[src/hdl/sm83alu_pkg.sv]
// shared types, operation codes and flag positions of the sm83 eight-bit alu
`default_nettype none

package sm83alu_pkg;

	// operation codes
	localparam logic [4:0] FUNC_ADD  = 5'd0;
	localparam logic [4:0] FUNC_ADC  = 5'd1;
	localparam logic [4:0] FUNC_SUB  = 5'd2;
	localparam logic [4:0] FUNC_SBC  = 5'd3;
	localparam logic [4:0] FUNC_AND  = 5'd4;
	localparam logic [4:0] FUNC_XOR  = 5'd5;
	localparam logic [4:0] FUNC_OR   = 5'd6;
	localparam logic [4:0] FUNC_RLC  = 5'd7;
	localparam logic [4:0] FUNC_RRC  = 5'd8;
	localparam logic [4:0] FUNC_RL   = 5'd9;
	localparam logic [4:0] FUNC_RR   = 5'd10;
	localparam logic [4:0] FUNC_SLA  = 5'd11;
	localparam logic [4:0] FUNC_SRA  = 5'd12;
	localparam logic [4:0] FUNC_SWAP = 5'd13;
	localparam logic [4:0] FUNC_SRL  = 5'd14;
	localparam logic [4:0] FUNC_BIT  = 5'd15;
	localparam logic [4:0] FUNC_RES  = 5'd16;
	localparam logic [4:0] FUNC_SET  = 5'd17;

	// flag bit positions
	localparam int unsigned FLAG_Z = 3;
	localparam int unsigned FLAG_N = 2;
	localparam int unsigned FLAG_H = 1;
	localparam int unsigned FLAG_C = 0;

	typedef struct packed {
		logic [4:0] func;
		logic [7:0] operand_a;
		logic [7:0] operand_b;
		logic [2:0] bit_index;
		logic [3:0] flags_in;
	} alu_cmd_t;

	typedef struct packed {
		logic [7:0] result;
		logic [3:0] flags_out;
	} alu_rsp_t;

endpackage

`default_nettype wire

[src/hdl/sm83alu_stage.sv]
// one valid/ready pipeline register stage, full throughput while downstream is ready
`default_nettype none

module sm83alu_stage #(
	parameter type data_t = logic
) (
	input  wire   clk,
	input  wire   arst_n,
	input  wire   up_valid,
	output logic  up_ready,
	input  data_t up_data,
	output logic  dn_valid,
	input  wire   dn_ready,
	output data_t dn_data
);

	logic  valid_q;
	data_t data_q;

	// take a new beat when empty or when the held one leaves this cycle
	assign up_ready = !valid_q || dn_ready;
	assign dn_valid = valid_q;
	assign dn_data  = data_q;

	always_ff @(posedge clk or negedge arst_n) begin
		if (!arst_n) begin
			valid_q <= 1'b0;
		end else if (up_ready) begin
			valid_q <= up_valid;
		end
	end

	always_ff @(posedge clk) begin
		if (up_ready && up_valid) begin
			data_q <= up_data;
		end
	end

endmodule

`default_nettype wire

[src/hdl/sm83alu_exec.sv]
// combinational datapath: arithmetic, logic, shifts, rotates and bit operations
`default_nettype none

module sm83alu_exec (
	input  sm83alu_pkg::alu_cmd_t cmd,
	output sm83alu_pkg::alu_rsp_t rsp
);

	logic [7:0] a;
	logic [7:0] b;
	logic       cin;
	logic       k_add;
	logic       k_sub;
	logic [8:0] sum9;
	logic [8:0] diff9;
	logic [8:0] cy_add;
	logic [8:0] cy_sub;
	logic [7:0] mask;
	logic [7:0] r;
	logic [3:0] f;

	assign a    = cmd.operand_a;
	assign b    = cmd.operand_b;
	assign cin  = cmd.flags_in[sm83alu_pkg::FLAG_C];
	assign mask = 8'b1 << cmd.bit_index;

	assign k_add  = (cmd.func == sm83alu_pkg::FUNC_ADC) ? cin : 1'b0;
	assign k_sub  = (cmd.func == sm83alu_pkg::FUNC_SBC) ? cin : 1'b0;
	assign sum9   = {1'b0, a} + {1'b0, b} + {8'b0, k_add};
	assign diff9  = {1'b0, a} - {1'b0, b} - {8'b0, k_sub};
	// carry and borrow into each bit fall out of the operands xor the result
	assign cy_add = {1'b0, a} ^ {1'b0, b} ^ {8'b0, k_add} ^ sum9;
	assign cy_sub = {1'b0, a} ^ {1'b0, b} ^ {8'b0, k_sub} ^ diff9;

	always_comb begin
		r = a;
		f = cmd.flags_in;
		unique case (cmd.func)
			sm83alu_pkg::FUNC_ADD, sm83alu_pkg::FUNC_ADC: begin
				r = sum9[7:0];
				f = {(sum9[7:0] == 8'h00), 1'b0, cy_add[4], cy_add[8]};
			end
			sm83alu_pkg::FUNC_SUB, sm83alu_pkg::FUNC_SBC: begin
				r = diff9[7:0];
				f = {(diff9[7:0] == 8'h00), 1'b1, cy_sub[4], cy_sub[8]};
			end
			sm83alu_pkg::FUNC_AND: begin
				r = a & b;
				f = {(r == 8'h00), 1'b0, 1'b1, 1'b0};
			end
			sm83alu_pkg::FUNC_XOR: begin
				r = a ^ b;
				f = {(r == 8'h00), 3'b000};
			end
			sm83alu_pkg::FUNC_OR: begin
				r = a | b;
				f = {(r == 8'h00), 3'b000};
			end
			// rotates always clear z
			sm83alu_pkg::FUNC_RLC: begin
				r = {a[6:0], a[7]};
				f = {3'b000, a[7]};
			end
			sm83alu_pkg::FUNC_RRC: begin
				r = {a[0], a[7:1]};
				f = {3'b000, a[0]};
			end
			sm83alu_pkg::FUNC_RL: begin
				r = {a[6:0], cin};
				f = {3'b000, a[7]};
			end
			sm83alu_pkg::FUNC_RR: begin
				r = {cin, a[7:1]};
				f = {3'b000, a[0]};
			end
			sm83alu_pkg::FUNC_SLA: begin
				r = {a[6:0], 1'b0};
				f = {(r == 8'h00), 2'b00, a[7]};
			end
			sm83alu_pkg::FUNC_SRA: begin
				r = {a[7], a[7:1]};
				f = {(r == 8'h00), 2'b00, a[0]};
			end
			sm83alu_pkg::FUNC_SWAP: begin
				r = {a[3:0], a[7:4]};
				f = {(r == 8'h00), 3'b000};
			end
			sm83alu_pkg::FUNC_SRL: begin
				r = {1'b0, a[7:1]};
				f = {(r == 8'h00), 2'b00, a[0]};
			end
			sm83alu_pkg::FUNC_BIT: begin
				r = a;
				f = {((a & mask) == 8'h00), 1'b0, 1'b1, cin};
			end
			sm83alu_pkg::FUNC_RES: begin
				r = a & ~mask;
			end
			sm83alu_pkg::FUNC_SET: begin
				r = a | mask;
			end
			default: begin
				// unused codes pass operand and flags through
				r = a;
				f = cmd.flags_in;
			end
		endcase
	end

	assign rsp.result    = r;
	assign rsp.flags_out = f;

endmodule

`default_nettype wire

[src/hdl/sm83_eight_bit_alu_core.sv]
// a command beat is registered in the command stage, goes through the datapath and is registered in the response stage
// throughput: one command per cycle while responses are taken, set by the single-pass datapath between two registers
// the response register lets a new command in while a finished response waits to be taken
// reset: arst_n asynchronously empties both register stages; no other state
`default_nettype none

module sm83_eight_bit_alu_core (
	input  wire                   clk,
	input  wire                   arst_n,
	input  wire                   cmd_valid,
	output logic                  cmd_ready,
	input  sm83alu_pkg::alu_cmd_t cmd,
	output logic                  rsp_valid,
	input  wire                   rsp_ready,
	output sm83alu_pkg::alu_rsp_t rsp
);

	logic                  s1_valid;
	logic                  s2_ready;
	sm83alu_pkg::alu_cmd_t s1_cmd;
	sm83alu_pkg::alu_rsp_t s1_rsp;

	sm83alu_stage #(
		.data_t(sm83alu_pkg::alu_cmd_t)
	) u_cmd_stage (
		.clk      (clk),
		.arst_n   (arst_n),
		.up_valid (cmd_valid),
		.up_ready (cmd_ready),
		.up_data  (cmd),
		.dn_valid (s1_valid),
		.dn_ready (s2_ready),
		.dn_data  (s1_cmd)
	);

	sm83alu_exec u_exec (
		.cmd (s1_cmd),
		.rsp (s1_rsp)
	);

	sm83alu_stage #(
		.data_t(sm83alu_pkg::alu_rsp_t)
	) u_rsp_stage (
		.clk      (clk),
		.arst_n   (arst_n),
		.up_valid (s1_valid),
		.up_ready (s2_ready),
		.up_data  (s1_rsp),
		.dn_valid (rsp_valid),
		.dn_ready (rsp_ready),
		.dn_data  (rsp)
	);

	// an accepted command lands in the first stage
	a_cmd_lands: assert property (@(posedge clk) disable iff (!arst_n)
		cmd_valid && cmd_ready |=> s1_valid)
		else $error("accepted command did not reach stage one");

	// a command moving on always produces a response
	a_rsp_follows: assert property (@(posedge clk) disable iff (!arst_n)
		s1_valid && s2_ready |=> rsp_valid)
		else $error("command left stage one without a response");

	// bit test returns the operand untouched
	a_bit_keeps_operand: assert property (@(posedge clk) disable iff (!arst_n)
		s1_valid && s2_ready && s1_cmd.func == sm83alu_pkg::FUNC_BIT
		|=> rsp.result == $past(s1_cmd.operand_a))
		else $error("bit test changed the operand");

	// res and set leave every flag alone
	a_res_set_flags: assert property (@(posedge clk) disable iff (!arst_n)
		s1_valid && s2_ready
		&& (s1_cmd.func == sm83alu_pkg::FUNC_RES || s1_cmd.func == sm83alu_pkg::FUNC_SET)
		|=> rsp.flags_out == $past(s1_cmd.flags_in))
		else $error("res or set altered the flags");

endmodule

`default_nettype wire
[config.mk]
export PLATFORM = sky130hd
export DESIGN_NAME = sm83_eight_bit_alu_core
export DESIGN_NICKNAME = d
export VERILOG_FILES = /design/src/hdl/sm83alu_pkg.sv /design/src/hdl/sm83alu_stage.sv /design/src/hdl/sm83alu_exec.sv /design/src/hdl/sm83_eight_bit_alu_core.sv
export SDC_FILE = /design/constraint.sdc
export NUM_CORES = 1
export LEC_CHECK = 0
export ABC_AREA = 1
export ABC_CLOCK_PERIOD_IN_PS = 2700
export BUFFER_PORTS_ARGS = -buffer_cell sky130_fd_sc_hd__buf_2
export CAP_MARGIN = 20
export CORE_MARGIN = 10
export CORE_UTILIZATION = 54
export DETAILED_ROUTE_END_ITERATION = 12
export GPL_ROUTABILITY_DRIVEN = 0
export PLACE_DENSITY = 0.84
export SYNTH_ARGS = -nofsm -noshare
export SYNTH_HDL_FRONTEND = slang
export SYNTH_SLANG_ARGS = --single-unit
[constraint.sdc]
create_clock -name clk -period 2.7 [get_ports clk]
set_clock_uncertainty 0.1 [all_clocks]
set_input_delay 0.675 -clock clk [delete_from_list [all_inputs] [get_ports clk]]
set_output_delay 0.675 -clock clk [all_outputs]
set_load 0.1 [all_outputs]
==> impl.org <==
** Layout
- Layout Cells excl Fill :: 724
- Final-layout fill cell count :: 548
- Layout cell share with drive strength beyond 1 :: 0.237
- Post-layout nets :: 693
- Antenna diode count :: 0
- Signed area change from the synthesized netlist to the final layout :: 22.0%

** Worst setup path
- Cell count along the critical path :: 13
- Counting both buffers and inverters, the worst setup path holds a total of 2.
- Crit Path Class :: reg2reg
- Arrival time reported for the critical path endpoint :: 2.68 ns
- The slowest stage of the critical path belongs to the cell sky130_fd_sc_hd__edfxtp_1.
- Max FO, Critical Path :: 3
- Critical Path End Type :: flop
- Crit-path max cell delay :: 0.41 ns
- Traced cell by cell, the critical path runs through buf_4, inv_2, nor2_4, nand3_2, fa_2, fa_2, o21ai_4, nand2_2, xor2_1, nand2_1, nand3_1, nor2_1, nand3_1.
- STA classifies the critical path startpoint as a flop.
- Top delay family on crit path :: adder cells
- At the worst endpoint, the required time is 2.65 ns.
- Counting cells, the worst reg-to-reg path comes to 13.

** Floorplanning
- The floorplan step defined a die boundary enclosing 10900 um2.
- The initialized floorplan defines 30 standard-cell rows.
- Starting Density :: 0.563
- Area inside the core boundary :: 6870 um2
- Floorplan die height :: 105 um
- The die is 105 um wide.
- Number of top-level pins :: 46

** Power and ir drop
- Leakage power figure :: 2.29 nW
- Power per standard cell area :: 498 nW/um2
- Worst-case vdd ir drop :: 0.000393 V

** Synthesis
- When the netlist entered floorplanning its net count stood at 607.
- Fraction of registers with async set or reset after synthesis :: 0.0476
- Syn_area_per_cell :: 7.14 um2
- Yosys top cell by area :: sky130_fd_sc_hd__edfxtp_1
- After technology mapping, the gate count stands at 541.
- Number of distinct library cell variants in the gate-level netlist after synthesis :: 37
- Yosys attributes the largest share of cell area to sky130_fd_sc_hd__edfxtp_1, sky130_fd_sc_hd__nand2_1, sky130_fd_sc_hd__ha_1.
- The synthesized design contains 40 enable-type register cells.
- After synthesis the netlist holds a flip-flop and latch count of 42.
- For this run, the register share of the synthesized area comes to 0.324.
- Post-synth top area share :: 0.311
- For this run, the number of Yosys warnings is 0.
- In the synthesized netlist the dominant register cell turns out to be sky130_fd_sc_hd__edfxtp_1.
- Netlist area before placement :: 3860 um2

** Flow run
- Maxcap violations :: 0

** Route
- Detailed routing inserted a total of 4299 vias.
- Vias per cell :: 5.94
- After detailed routing, the average wire length per cell comes to 17.0 um.
- The detailed router finished its first iteration with 967 violations.
- Highest metal layer with signal wires :: met4
- The first TritonRoute pass finished after 8 iterations.
- Met3 WL :: 1730 um
- Detailed-routed wire length on met2 :: 5260 um
- In the final routing, the length of wire on met1 measures 4400 um.
- In the routed design, unresolved DRC markers number 0.
- DRT antenna net count :: 0
- Final Routed Wirelength :: 12300 um

** Timing
- In the final timing run, aggregate negative setup slack is -0.0635 ns.
- Setup repair after global routing missed its margin :: yes
- Final hold viol count :: 0
- Transition time of the tightest slew-check pin :: 0.496 ns
- Headroom to the max-slew limit :: 0.672
- The max-slew violation total from the final report was 0.
- Share of the clock period used by the worst path :: 1.01
- Total of endpoints with negative setup slack in the final report :: 3
- Subtracting the final worst setup slack from the clock period gives 2.73 ns.
- In the post-route analysis, the smallest setup slack over all paths is -0.0342 ns.
- Max Freq :: 0.366 GHz

** Clock tree
- Clk sink count :: 42
- Clock-pin transition on the worst setup and hold timing paths :: 0.08 ns
- Clock root buffer master :: sky130_fd_sc_hd__clkbuf_8
- TritonCTS clock tree :: yes
- CTS Buffer Depth :: 2
- CTS built an H-tree with a depth of 2.
- Buffers inserted during clock tree synthesis total 5.
- Clock network latency to the later pin of the worst-skew pair :: 0.30 ns
- Hold repair after CTS inserted 0 buffers.

** GRT
- The first global-routing pass estimated 20200 um of wire.
- Global-route congestion overflow total :: 0
- The initial antenna violation count is 0.
- Largest net degree at the start of global routing :: 29
- Via count of the first global-routing pass :: 4209
- All-layer global routing usage :: 0.221

** Outcome
- Violations in the final reports :: setup timing
- Outcome :: complete, but fails checks

** Placement
- Dpl cells :: 709
- Once detailed placement completed, the half-perimeter wirelength came to 9480 um.
- The count of buffers added on input and output ports is 45.
- Pre-CTS WS :: -0.0845 ns

** Hold path
- The min-delay analysis places its worst path in the category in2async.
[routing by layer]
metal / vias to the layer above / global-route usage
li1: 1976 / -
met1: 1872 / 0.263
met2: 354 / 0.341
met3: 97 / 0.0676
met4: 0 / 0.137
met5: - / 0
[registers in the layout, summed over array words and instances, names as in the netlist]
signal,cells
u_cmd_stage.dn_valid,1
u_cmd_stage.dn_data,28
u_rsp_stage.dn_data,12
u_rsp_stage.dn_valid,1
[stage by stage]
stage          utilization  hold slack, ns  cell area, um2  power, mW
6_report             0.686          0.0450            4710       2.35
3_5_place_dp         0.646           0.364            4440       1.78
2_1_floorplan            -           0.279            3880       1.52
5_1_grt              0.686          0.0408            4710       2.48
4_1_cts              0.670          0.0436            4600       2.29
3_3_place_gp         0.646           0.361            4440       1.76
[worst reg2reg max path: cells and delay by family, from the launching register on]
family	cells	cell delay [ns]
buffers and inverters	2	0.19
and+or+nand+nor	7	0.63
AOI/OAI and AO/OA	1	0.18
xor gates and xnor gates	1	0.16
adders and majority gates	2	0.82
DFF	1	0.41
[worst paths after layout]
check	startpoint	endpoint	slack (ns)
hold / removal	arst_n	u_cmd_stage.dn_valid	0.05
min in group clk	cmd[7]	u_cmd_stage.dn_data[7]	0.44
hold reg to reg	u_cmd_stage.dn_valid	u_rsp_stage.dn_valid	0.45
setup reg to reg	u_cmd_stage.dn_data[23]	u_rsp_stage.dn_data[8]	-0.03
setup / recovery	u_cmd_stage.dn_data[23]	u_rsp_stage.dn_data[8]	-0.03
max in group asynchronous	arst_n	u_rsp_stage.dn_valid	2.36
[cells by family after synthesis]
| logic type | Yosys count | synth area share |
|---|---|---|
| flops | 42 | 0.324 |
| buf+inv | 88 | 0.0913 |
| simple gates | 314 | 0.362 |
| compound gates | 59 | 0.0958 |
| xor+xnor | 4 | 0.00906 |
| fa+ha+maj | 34 | 0.118 |
[synthesized netlist by cell type, types with 6 or more instances]
master,count
sky130_fd_sc_hd__nand2_1,153
sky130_fd_sc_hd__o21ai_0,14
sky130_fd_sc_hd__nand4_1,13
sky130_fd_sc_hd__nand3_1,57
sky130_fd_sc_hd__ha_1,30
sky130_fd_sc_hd__edfxtp_1,40
sky130_fd_sc_hd__inv_1,71
sky130_fd_sc_hd__o211ai_1,8
sky130_fd_sc_hd__o22ai_1,11
sky130_fd_sc_hd__nor2_1,62
sky130_fd_sc_hd__o221ai_1,6
sky130_fd_sc_hd__a21oi_1,14
sky130_fd_sc_hd__nor3_1,6
[layout by cell type (no fill, tap or decap), types with 5 or more instances in the layout]
master                       n
sky130_fd_sc_hd__nor2_1     59
sky130_fd_sc_hd__nor3_1      6
sky130_fd_sc_hd__o221ai_1    6
sky130_fd_sc_hd__inv_1      66
sky130_fd_sc_hd__buf_2      45
sky130_fd_sc_hd__buf_4      42
sky130_fd_sc_hd__ha_1       29
sky130_fd_sc_hd__edfxtp_1   40
sky130_fd_sc_hd__clkbuf_8    5
sky130_fd_sc_hd__nand4_1    13
sky130_fd_sc_hd__nand3_1    48
sky130_fd_sc_hd__inv_2       9
sky130_fd_sc_hd__nand2_2    11
sky130_fd_sc_hd__nor2_2      6
sky130_fd_sc_hd__nand2_1   144
sky130_fd_sc_hd__a21oi_1    14
sky130_fd_sc_hd__o22ai_1    11
sky130_fd_sc_hd__o211ai_1    8
sky130_fd_sc_hd__nand3_2     8
sky130_fd_sc_hd__o21ai_0    11
[what timing repair did]
item	4_1_cts	5_1_grt
pin swaps	5	15
resized for setup	15	23
buffers inserted	3	4
endpoints found under the setup margin	7	10
[where the power goes]
part | switching (mW) | internal (mW) | total (mW)
combinational | 0.718 | 0.304 | 1.02
sequential | 0.0393 | 0.795 | 0.834
clock | 0.221 | 0.272 | 0.493
total | 0.979 | 1.37 | 2.35
[area by class of cell]
class                      instances  area [um2]  area share
tap                               96         120      0.0255
clock buffer                       5        68.8      0.0146
sequential                        42        1250       0.265
clock inverter                     3        40.0     0.00849
multi-input combinational        411        2390       0.507
inverter                          80         302      0.0640
timing repair buffer              87         541       0.115
No activity file was read; power rests on OpenSTA's default activity.
